### src/design/gpsd_pkg.sv
// ----------------------------------------------------------------------------
// gpsd_pkg
// Shared constants and types for the pulse shape discriminator.
// ----------------------------------------------------------------------------
package gpsd_pkg;

  localparam int MAX_BINS  = 64;
  localparam int MAX_HITS  = 4095;
  localparam int BIN_W     = $clog2(MAX_BINS);
  localparam int EDGE_AW   = $clog2(MAX_BINS + 1);
  localparam int SLOT_W    = 7;
  localparam int NB_W      = 7;
  localparam int CNT_W     = 12;
  localparam int TIME_W    = 20;
  localparam int WGT_W     = 16;
  localparam int CFG_W     = 20;
  localparam int ACC_W     = 48;

  typedef enum logic [2:0] {
    OP_EDGE  = 3'd0,
    OP_PLAIN = 3'd1,
    OP_CUM   = 3'd2,
    OP_HIT   = 3'd3,
    OP_END   = 3'd4
  } opcode_t;

  typedef enum logic [1:0] {
    REG_NBINS = 2'd0,
    REG_MINH  = 2'd1,
    REG_TAIL  = 2'd2,
    REG_ZWIN  = 2'd3
  } reg_idx_t;

  typedef enum logic [3:0] {
    ST_IDLE, ST_SRCH, ST_BINRD, ST_BINWR, ST_SUMRD, ST_SUMACC, ST_DIVP,
    ST_DIVC, ST_DIVT, ST_CLR, ST_OUT, ST_INIT
  } state_t;

endpackage

### src/design/gpsd_div.sv
// ----------------------------------------------------------------------------
// gpsd_div
// Restoring divider, one quotient bit per cycle, unsigned 48 by 12.
// ----------------------------------------------------------------------------
module gpsd_div (
  input  logic                       clk,
  input  logic                       rst_n,
  input  logic                       start,
  input  logic [gpsd_pkg::ACC_W-1:0] num,
  input  logic [gpsd_pkg::CNT_W-1:0] den,
  output logic                       done,
  output logic [gpsd_pkg::ACC_W-1:0] quo
);
  import gpsd_pkg::*;

  logic [ACC_W-1:0] q_r, q_nxt;
  logic [CNT_W:0]   rem_r, rem_nxt;
  logic [CNT_W-1:0] den_r, den_nxt;
  logic [5:0]       cnt_r, cnt_nxt;
  logic             busy_r, busy_nxt;
  logic             done_r, done_nxt;
  logic [CNT_W+1:0] trial;

  always_comb begin
    q_nxt = q_r; rem_nxt = rem_r; den_nxt = den_r; cnt_nxt = cnt_r;
    busy_nxt = busy_r; done_nxt = 1'b0;
    trial = '0;
    if (start) begin
      q_nxt = num; rem_nxt = '0; den_nxt = den;
      cnt_nxt = 6'(ACC_W); busy_nxt = 1'b1;
    end else if (busy_r) begin
      trial = {rem_r, q_r[ACC_W-1]};
      q_nxt = {q_r[ACC_W-2:0], 1'b0};
      if (trial >= {2'b00, den_r}) begin
        rem_nxt = (CNT_W+1)'(trial - {2'b00, den_r});
        q_nxt[0] = 1'b1;
      end else begin
        rem_nxt = trial[CNT_W:0];
      end
      cnt_nxt = cnt_r - 6'd1;
      if (cnt_r == 6'd1) begin
        busy_nxt = 1'b0;
        done_nxt = 1'b1;
      end
    end
  end

  always_ff @(posedge clk) begin
    q_r <= q_nxt; rem_r <= rem_nxt; den_r <= den_nxt; cnt_r <= cnt_nxt;
    if (!rst_n) begin
      busy_r <= 1'b0;
      done_r <= 1'b0;
    end else begin
      busy_r <= busy_nxt;
      done_r <= done_nxt;
    end
  end

  assign done = done_r;
  assign quo  = q_r;

  property p_done_after_busy;
    @(posedge clk) disable iff (!rst_n) done_r |-> !busy_r;
  endproperty
  a_done_after_busy: assert property (p_done_after_busy) else $error("div done while busy");

  property p_busy_count;
    @(posedge clk) disable iff (!rst_n) busy_r |-> cnt_r != 6'd0;
  endproperty
  a_busy_count: assert property (p_busy_count) else $error("div count underflow");

  property p_start_busy;
    @(posedge clk) disable iff (!rst_n) start |=> busy_r;
  endproperty
  a_start_busy: assert property (p_start_busy) else $error("div did not start");

endmodule

### config.mk
export PLATFORM = sky130hd
export DESIGN_NAME = gpsd_div
export DESIGN_NICKNAME = d
export VERILOG_FILES = /design/src/design/gpsd_pkg.sv /design/src/design/gpsd_div.sv
export SDC_FILE = /design/constraint.sdc
export NUM_CORES = 1
export LEC_CHECK = 0
export BUFFER_PORTS_ARGS = -buffer_cell sky130_fd_sc_hd__clkbuf_2
export CAP_MARGIN = 15
export CORE_AREA = 2 2 109 111
export DETAILED_ROUTE_END_ITERATION = 8
export DIE_AREA = 0 0 111 113
export HOLD_SLACK_MARGIN = 0.06
export SYNTH_ARGS = -nofsm -noshare
export SYNTH_HDL_FRONTEND = slang
export SYNTH_SLANG_ARGS = --single-unit
### constraint.sdc
create_clock -name clk -period 4.9 [get_ports clk]
set_input_delay 0.245 -clock clk [delete_from_list [all_inputs] [get_ports clk]]
set_output_delay 0.245 -clock clk [all_outputs]
set_load 0.005 [all_outputs]
== Yosys cells after proc, flatten, opt, wreduce, memory -nomap -nowiden ==
Cells that the tools add are included.

* Word-level logic and storage cells: 22
* Output and inout port bits: 49
* Input bits: 63
* Register bits: 81

* Order comparisons: 1
* Multiplexer cells: 8
* Reduce and logical (&&, ||, !) cells: 2
* Bitwise gates (word level): 2
* $add $sub $neg: 2
* Eq/ne operators: 1

{| class="wikitable"
|+ Operator list
! kind !! number
|-
| 48-bit two-way mux || 2
|-
| 14-bit by 12-bit >= comparator with 1-bit output || 1
|-
| 13-bit two-way mux || 1
|-
| 13-bit by 12-bit subtractor with 13-bit output || 1
|-
| 6-bit by 1-bit equality test with 1-bit output (second input constant) || 1
|-
| 6-bit by 1-bit subtractor with 6-bit output (second input constant) || 1
|-
| 1-bit two-way mux || 5
|-
| 3-bit OR reduction || 1
|-
| 1-bit inverter || 2
|-
| 2-bit nonzero test || 1
|}

== Depth between registers and ports, before layout ==
Gate-level depths: netlist of run 1.

* Depth in word-level cells: 4
* Gate-level depth with buffers: 10
* Mapped depth without buffers: 9

== Worst setup path after synthesis of run 1 ==
No wires, ideal clock.

* Path type: register -> register
* From: register q_r[47] (netlist: quo[47])
* To: register rem_r[0]
* Path slack: 2603 ps
* Data required time: 4805 ps
* Setup time: 95 ps
* Stages on the path, launching flop included: 10
* Clock period less this slack: 2297 ps
* Arrival time: 2202 ps
* Cell sequence: edfxtp_1 -> inv_1 -> ha_1 -> inv_1 -> fa_1 -> a21o_1 -> o21ai_2 -> a311oi_2 -> or4_1 -> o311ai_1

* Word-level cells in the longest chain between the ends: 2

{| class="wikitable"
|+ Ends and longest elaborated chain
! what !! RTL line !! source
|-
| start, declared || gpsd_div.sv:16 || <nowiki>logic [ACC_W-1:0] q_r, q_nxt;</nowiki>
|-
| start signal, assigned || gpsd_div.sv:49 || <nowiki>q_r <= q_nxt; rem_r <= rem_nxt; den_r <= den_nxt; cnt_r <= cnt_nxt;</nowiki>
|-
| 13-bit by 12-bit subtractor with 13-bit output / 14-bit by 12-bit >= comparator with 1-bit output (equally long branches) || gpsd_div.sv:35, gpsd_div.sv:34 ||
|-
| 13-bit two-way mux * || gpsd_div.sv:34 || <nowiki>if (trial >= {2'b00, den_r}) begin</nowiki>
|-
| end signal, assigned || gpsd_div.sv:49 ||
|-
| end, declared || gpsd_div.sv:17 || <nowiki>logic [CNT_W:0] rem_r, rem_nxt;</nowiki>
|}

Mark *: on every way between the ends. The rest lies on a longest branch, timed or not.
A chain may end at the register's enable or synchronous reset.

== Final worst setup path of run 1 ==
* From: register q_r[47] (netlist: quo[47])
* To: register q_r[0] (netlist: quo[0]) (data pin)

* Word-level cells in the longest chain between the ends: 4

{| class="wikitable"
|+ Ends and longest elaborated chain
! what !! RTL line !! source
|-
| 14-bit by 12-bit >= comparator with 1-bit output || gpsd_div.sv:34 ||
|-
| 1-bit two-way mux || gpsd_div.sv:34 ||
|-
| 48-bit two-way mux || gpsd_div.sv:31 || <nowiki>end else if (busy_r) begin</nowiki>
|-
| 48-bit two-way mux || gpsd_div.sv:28 || <nowiki>if (start) begin</nowiki>
|-
| named net q_nxt[0] || gpsd_div.sv:16 ||
|}

The timed path passes the listed nets, and every way through them passes these cells. The select of a mux whose other input is x is not followed.

==> qor.txt, run 1 <==
FP Rows -> 39
Max Clock Freq -> 0.374 GHz
Crit path max-delay family -> compound AO/OA/AOI/OAI gates
Crit Path Category -> reg -> reg
clk sinks -> 81
Cells after Synth -> 332
Clock Path Buffers -> 2
clk slew on worst S/H paths -> 60 ps
share of layout cells above drive strength 1 -> 42.3%
Filler Cell Count -> 1054
Post-CTS Hold Buffers -> 0
dpl hpwl -> 6620 µm
die span in y -> 113 µm
vias in the first global route -> 3113
FF+latch count, synth -> 81
register area share after synthesis -> 54.5%
Final ANT Viol Nets -> 0
GR Overflow Total -> 0
area fraction in and, or, nand and nor cells after synthesis -> 9.51%
core area -> 11300 µm²
Clock Latency Late Sink -> 340 ps
Synth Area in Compound Gates -> 12.7%
slowest CP cell -> a311o_1
Synthesized Nets -> 410
routed len/inst -> 16.2 µm
Resize count post-CTS -> 0
Most used DFF post-synth -> edfxtp_1
RSZ-0062 raised after global routing -> no
largest net degree at the start of global routing -> 75
fin cells -> 590
crit-path max FO -> 10
Netlist Area Pre-Place -> 4080 µm²
worst path arrival time -> 2760 ps
Num CTS Buffers -> 9
antenna violations before repair -> 0
post-CTS setup buffer count -> 0
crit share post-route -> 54.6%
post-synthesis mux area share -> 13.2%
Vias -> 3072
Util after Layout -> 45.6%
DP Area -> 4770 µm²
TritonCTS clock tree -> built
XOR/XNOR share of the synthesized area -> 1.93%
GRT Total Usage -> 15.4%
die extent in x -> 111 µm
Final nets -> 520
DRC Markers -> 0
Fin Setup TNS -> 0 ps
worst slew pin tran -> 890 ps
clock root buffer -> clkbuf_16
RePlAce Congestion -> 0.807
critical path's largest stage delay -> 470 ps
Startpoint Class -> flop
1st-iter DRT viols -> 157
Placed Cells incl. Taps -> 573
Adder-Cell Fraction of Synth Area -> 4.78%
clock skew -> 8.35 ps
Max-Cap Viols -> 0
worst path required time -> 4990 ps
Cell Chain, Critical Path -> inv_1 > ha_1 > inv_1 > fa_1 > a21o_1 > o21ai_2 > a311o_1 > nand2_1 > mux2_2
Hold Path Class -> in -> reg
status -> finished clean
fin area -> 5140 µm²
num ports -> 112
Leakage Power -> 0.00219 µW
min cycle time layout -> 2670 ps
Slew Limit Headroom -> 40.7%
Final Setup Violations -> 0
final WL -> 9540 µm
final slew viol count -> 0
total die area -> 12500 µm²
IO Port Bufs -> 111
cell repeated most along the worst path -> inv_1
combinational family with the most area after synthesis -> multiplexers
Starting Density -> 36.2%
Post-Syn Area per Cell -> 12.3 µm²
Final Hold Viols -> 0
Pwr Total -> 1990 µW
total iterations of the first detailed-routing run -> 4
Vias/cell -> 5.21
H-tree depth -> 3
CP bufs+invs -> 2
area grow syn2layout -> 26.0%
Yosys cell types -> 56
VDD IR-drop max -> 0.000251 V
Antenna diodes -> 0
Critical Path Sink Type -> flop
number of synthesized flops with an enable pin -> 60
share of flip-flops with an asynchronous set or reset -> 0%
Power Density -> 388 nW/µm²
first-pass GRT wire length -> 15400 µm
Ys Warns -> 0
stage by stage:
stage                     setup WS [ps]  hold slack, ps
after floorplan                    2600             344
after global placement             2340             427
after detailed placement           2280             424
after CTS                          2260            68.1
after global routing               2120            70.1
final                              2230            81.8
worst register-to-register path: stages (launching register included):
cell and delay [ps]:
edfxtp_1 400, inv_1 80, ha_1 150, inv_1 60
fa_1 400, a21o_1 250, o21ai_2 160, a311o_1 470
nand2_1 160, mux2_2 300
final cells by class:
cell class,instances,area [µm²],area share (%)
clock inverters,5,104,2.02
inverters,19,71.3,1.39
flip-flops and latches,81,2220,43.2
repair buffers,114,598,11.6
multi-input cells,217,1720,33.5
well taps,143,179,3.48
clock buffers,11,243,4.72
registers in the layout, summed over array words and instances, names as in the netlist:
signal and flops:
cnt_r 6, quo 48, rem_r 13, busy_r 1, done 1, den_r 12
final timing paths:
path	cells past startpoint	slack, ps	end	start
worst max-delay path	9	2230	quo[0]	quo[47]
worst min-delay path	1	80	den_r[7]	den[7]
worst max register to register	9	2230	quo[0]	quo[47]
worst min register to register	2	490	cnt_r[1]	cnt_r[1]
metal layers:
metal  GRT usage (%)  wire length [µm]  vias to the layer above
met2            25.7              4590                      105
met4            5.75               183                        0
met3            4.87               676                       17
met1            18.7              4100                     1463
met5               0                 0                        -
li1                -                 -                     1487
cell usage after synthesis (3+ instances only):
cell | number | area share, %
and3_1 | 12 | 1.8
nand3_1 | 9 | 1.1
dfxtp_1 | 21 | 10
nand2b_1 | 3 | 0.46
clkbuf_1 | 11 | 1.0
nor2_1 | 17 | 1.6
ha_1 | 14 | 4.3
o31ai_1 | 3 | 0.55
o211ai_1 | 4 | 0.74
a31oi_1 | 5 | 0.77
xnor2_1 | 7 | 1.5
mux2_2 | 48 | 13
nor3_1 | 3 | 0.37
a21oi_1 | 14 | 1.7
o21a_1 | 4 | 0.74
o21ai_0 | 6 | 0.74
a311oi_1 | 4 | 0.86
o41ai_1 | 3 | 0.64
inv_1 | 19 | 1.7
o21ai_1 | 3 | 0.37
nand2_1 | 14 | 1.3
edfxtp_1 | 60 | 44
a21o_1 | 3 | 0.55
a211oi_1 | 3 | 0.55
cells in the final DEF (no fill, tap or decap), types with 3 or more instances in the layout:
cell type / count
mux2_2: 48
nor2_1: 17
a21oi_1: 14
edfxtp_1: 60
o21ai_1: 3
dfxtp_1: 21
xnor2_1: 7
nor3_1: 3
nand2_1: 13
a31oi_1: 5
nand2b_1: 3
and3_1: 12
o211ai_1: 4
a211oi_1: 3
o31ai_1: 3
o21ai_0: 6
a21o_1: 3
inv_1: 19
bufinv_16: 3
clkbuf_16: 9
clkbuf_2: 110
a311oi_1: 4
o41ai_1: 3
ha_1: 14
o21a_1: 4
nand3_1: 9
cell families (layout without fill, tap and decap cells):
group,Yosys count,count (layout)
compound gates,71,71
xor+xnor,9,9
fa+ha+maj,15,15
buf+inv,34,149
flops,81,81
mux,48,48
simple gates,74,74
report_power, final:
group          internal (µW)  switching [µW]
registers                819            39.8
clock network            512             269
logic                    165             189
Note: power is estimated with default switching activity, not from simulation.
==> run 2: changes to the inputs <==
- ABC_AREA: unset -> 1
- CORE_AREA: 2 2 109 111 -> 2 2 110 112
- DIE_AREA: 0 0 111 113 -> 0 0 112 114
- clock period: 4.9 -> 2.3 ns (I/O delays scaled with it)
==> run 2 against run 1 <==
Compared with the run above: die area increased by 1.8%; worst setup slack got worse by 2000 ps; critical endpoint unchanged; maximum frequency increased by 32%; sequential share of layout area decreased by 5.3 points; combinational power increased by 69%; critical path depth increased by 1; final cell count increased by 42%; total power increased by 94%; first-iteration DRC count decreased by 13%.
==> qor.txt, run 2 <==
slowest CP cell -> fa_1
most common cell after layout, fill and taps aside -> nand2_1
dpl hpwl -> 7930 µm (+20%)
Filler Cell Count -> 1127 (+6.9%)
Max-Cap Viols -> 0 (unchanged)
register area share after synthesis -> 52.7% (-1.7 points)
clock skew -> 12.3 ps (+3.96 ps)
clock share of power -> 38.2% (-1.0 points)
Leakage Power -> 0.00299 µW (+36%)
final WL -> 11300 µm (+19%)
most frequent cells in the layout -> 240 x nand2_1, 111 x clkbuf_2, 65 x inv_1
Sw Share -> 25.1% (+0.13 points)
share of layout cells above drive strength 1 -> 22.1% (-20 points)
total die area -> 12800 µm² (+1.8%)
crit-path max FO -> 15 (+5)
total iterations of the first detailed-routing run -> 4 (unchanged)
RePlAce Congestion -> 0.876 (+8.6%)
clk slew on worst S/H paths -> 60 ps (about the same)
GR Overflow Total -> 0 (unchanged)
Hold Path Class -> in -> reg
routed len/inst -> 13.5 µm (-17%)
num ports -> 112 (unchanged)
RSZ-0062 raised after global routing -> no
Crit Path Category -> reg -> reg
Critical Path Sink Type -> flop
Reg2Reg Depth -> 10 (+1)
Vias/cell -> 4.62 (-11%)
clock root buffer -> clkbuf_16
post-synth top area cell -> edfxtp_1
Fin Setup TNS -> 0 ps (unchanged)
die extent in x -> 112 µm (+0.90%)
Cells after Synth -> 515 (+55%)
number of synthesized flops with an enable pin -> 60 (unchanged)
Slew Limit Headroom -> 40.6% (-0.081 points)
number of cells on the critical path -> 10 (+1)
Max Clock Freq -> 0.492 GHz (+32%)
Clock Latency Late Sink -> 340 ps (about the same)
Synth top area share -> 42.8% (-1.4 points)
crit path to -> quo[0]
most frequent cell after synthesis -> nand2_1
Most used DFF post-synth -> edfxtp_1
Final Setup Violations -> 0 (unchanged)
Clock Path Buffers -> 2 (unchanged)
Power Density -> 660 nW/µm² (+70%)
worst path required time -> 2380 ps (-2610 ps)
Synthesized Nets -> 593 (+45%)
Starting Density -> 36.0% (-0.22 points)
cell repeated most along the worst path -> nand2_1
Post-Syn Area per Cell -> 8.18 µm² (-33%)
Vias -> 3879 (+26%)
DRC Markers -> 0 (unchanged)
min cycle time layout -> 2030 ps (-644 ps)
Netlist Area Pre-Place -> 4210 µm² (+3.3%)
most frequent cells after synthesis -> 240 x nand2_1, 66 x inv_1, 60 x edfxtp_1
Final Hold Viols -> 0 (unchanged)
max FFs per register -> 48 (unchanged)
Crit Reg-Reg Startpoint -> quo[47]
antenna violations before repair -> 0 (unchanged)
clk sinks -> 81 (unchanged)
core area -> 11700 µm² (+3.9%)
TritonCTS clock tree -> built
sequential power share -> 46.3% (+3.2 points)
share of flip-flops with an asynchronous set or reset -> 0% (unchanged)
Final nets -> 765 (+47%)
status -> finished clean
Ys Warns -> 0 (unchanged)
VDD IR-drop max -> 0.000531 V (+110%)
Crit path max-delay family -> simple AND/OR/NAND/NOR gates
1st-iter DRT viols -> 137 (-13%)
vias in the first global route -> 4118 (+32%)
Cell Chain, Critical Path -> inv_1 > ha_1 > inv_1 > fa_1 > nand2_1 > nand3_2 > nand2_2 > nand3_4 > nand2_1 > nand2_1
hold_ws -> 88.1 ps (+6.33 ps)
Antenna diodes -> 0 (unchanged)
Internal -> 2900 µW (+94%)
Setup crit start -> quo[47]
CP bufs+invs -> 2 (unchanged)
Logic pwr share -> 15.5% (-2.3 points)
Yosys cell types -> 30 (-46%)
first-pass GRT wire length -> 19100 µm (+24%)
largest net degree at the start of global routing -> 53 (-29%)
worst slew pin tran -> 887 ps (-2.06 ps)
Synth area leaders -> edfxtp_1 43%, nand2_1 21%, dfxtp_1 10%
Final ANT Viol Nets -> 0 (unchanged)
H-tree depth -> 3 (unchanged)
die span in y -> 114 µm (+0.88%)
critical path's largest stage delay -> 440 ps (-30 ps)
GRT Total Usage -> 18.7% (+3.3 points)
IO Port Bufs -> 111 (unchanged)
Worst R2R Setup Slack -> 270 ps (-1960 ps)
crit share post-route -> 88.3% (+34 points)
FP Rows -> 40 (+2.6%)
FF+latch count, synth -> 81 (unchanged)
worst reg2reg path endpoint -> quo[0]
area grow syn2layout -> 39.2%
post-CTS setup buffer count -> 0 (unchanged)
P_sw -> 973 µW (+95%)
Startpoint Class -> flop
Num CTS Buffers -> 9 (unchanged)
worst path arrival time -> 2110 ps (-650 ps)
final slew viol count -> 0 (unchanged)
## run 2: cell types whose count changed in the layout (fill, tap and decap cells not counted), moves of 17 or more
cell	change
nand2_1	+227
dlygate4sd3_1	+59
mux2_2	-48
inv_1	+46
nand3_1	+19
nand4_1	+17
## run 2: layout make-up
| class | count | area, µm² | area share [%] |
|---|---|---|---|
| clock buffer | 11 | 253 | 4.31 |
| sequential | 81 | 2220 | 37.9 |
| inverter | 70 | 263 | 4.48 |
| timing repair buffer | 178 | 1230 | 21.0 |
| tap | 147 | 184 | 3.14 |
| multi-input combinational | 347 | 1650 | 28.1 |
| clock inverter | 5 | 61.3 | 1.05 |
## run 2: metrics by stage
step	instances	instance area (µm²)	worst slack (ps)	power (µW)	utilization [%]
finish	839	5860	269	3870	50.1
global route	839	5860	108	4060	50.1
CTS	839	5860	262	3920	50.1
detailed placement	764	4960	274	2340	42.4
global placement	764	4960	344	2330	42.4
floorplan	515	4210	368	2090	-
## run 2: power groups by stage
| stage | sequential (µW) | clock [µW] | combinational [µW] |
|---|---|---|---|
| floorplan | 1810 | 0 | 277 |
| global placement | 1820 | 0 | 509 |
| detailed placement | 1820 | 0 | 516 |
| CTS | 1790 | 1530 | 598 |
| global route | 1810 | 1580 | 674 |
| finish | 1790 | 1480 | 599 |
## run 2: tightest hold or removal path: stages
cell and delay [ps]:
clkbuf_2 90, nand2_1 60, nand2_1 60
## run 2: how the worst min path moves through the flow
stage            from  endpoint  slack, ps  cells after the start
5_1_grt        num[0]    quo[0]         80                      3
6_report       num[0]    quo[0]         90                      3
2_1_floorplan  den[0]  den_r[0]        210                      0
3_3_place_gp   den[0]  den_r[0]        300                      1
4_1_cts        num[9]    quo[9]         70                      3
3_5_place_dp   den[0]  den_r[0]        290                      1
## run 2: repair_timing
action / in CTS / in global routing
hold buffers: 59 / 0
hold endpoints to repair: 60 / 0
gates resized for setup: 0 / 0
## run 2: layer usage
| metal | GRT usage (%) | wire length, µm |
|---|---|---|
| met1 | 21.6 | 4830 |
| met2 | 32.9 | 5550 |
| met3 | 6.06 | 748 |
| met4 | 6.02 | 189 |
| met5 | 0 | 0 |
## run 2: cell families (layout without fill, tap and decap cells)
| group | after synthesis | after routing | synth area share [%] |
|---|---|---|---|
| fa+ha+maj | 15 | 15 | 4.63 |
| simple gates | 310 | 310 | 31.1 |
| xor+xnor | 5 | 5 | 1.04 |
| compound gates | 17 | 17 | 2.44 |
| flops | 81 | 81 | 52.7 |
| buf+inv | 87 | 264 | 8.08 |
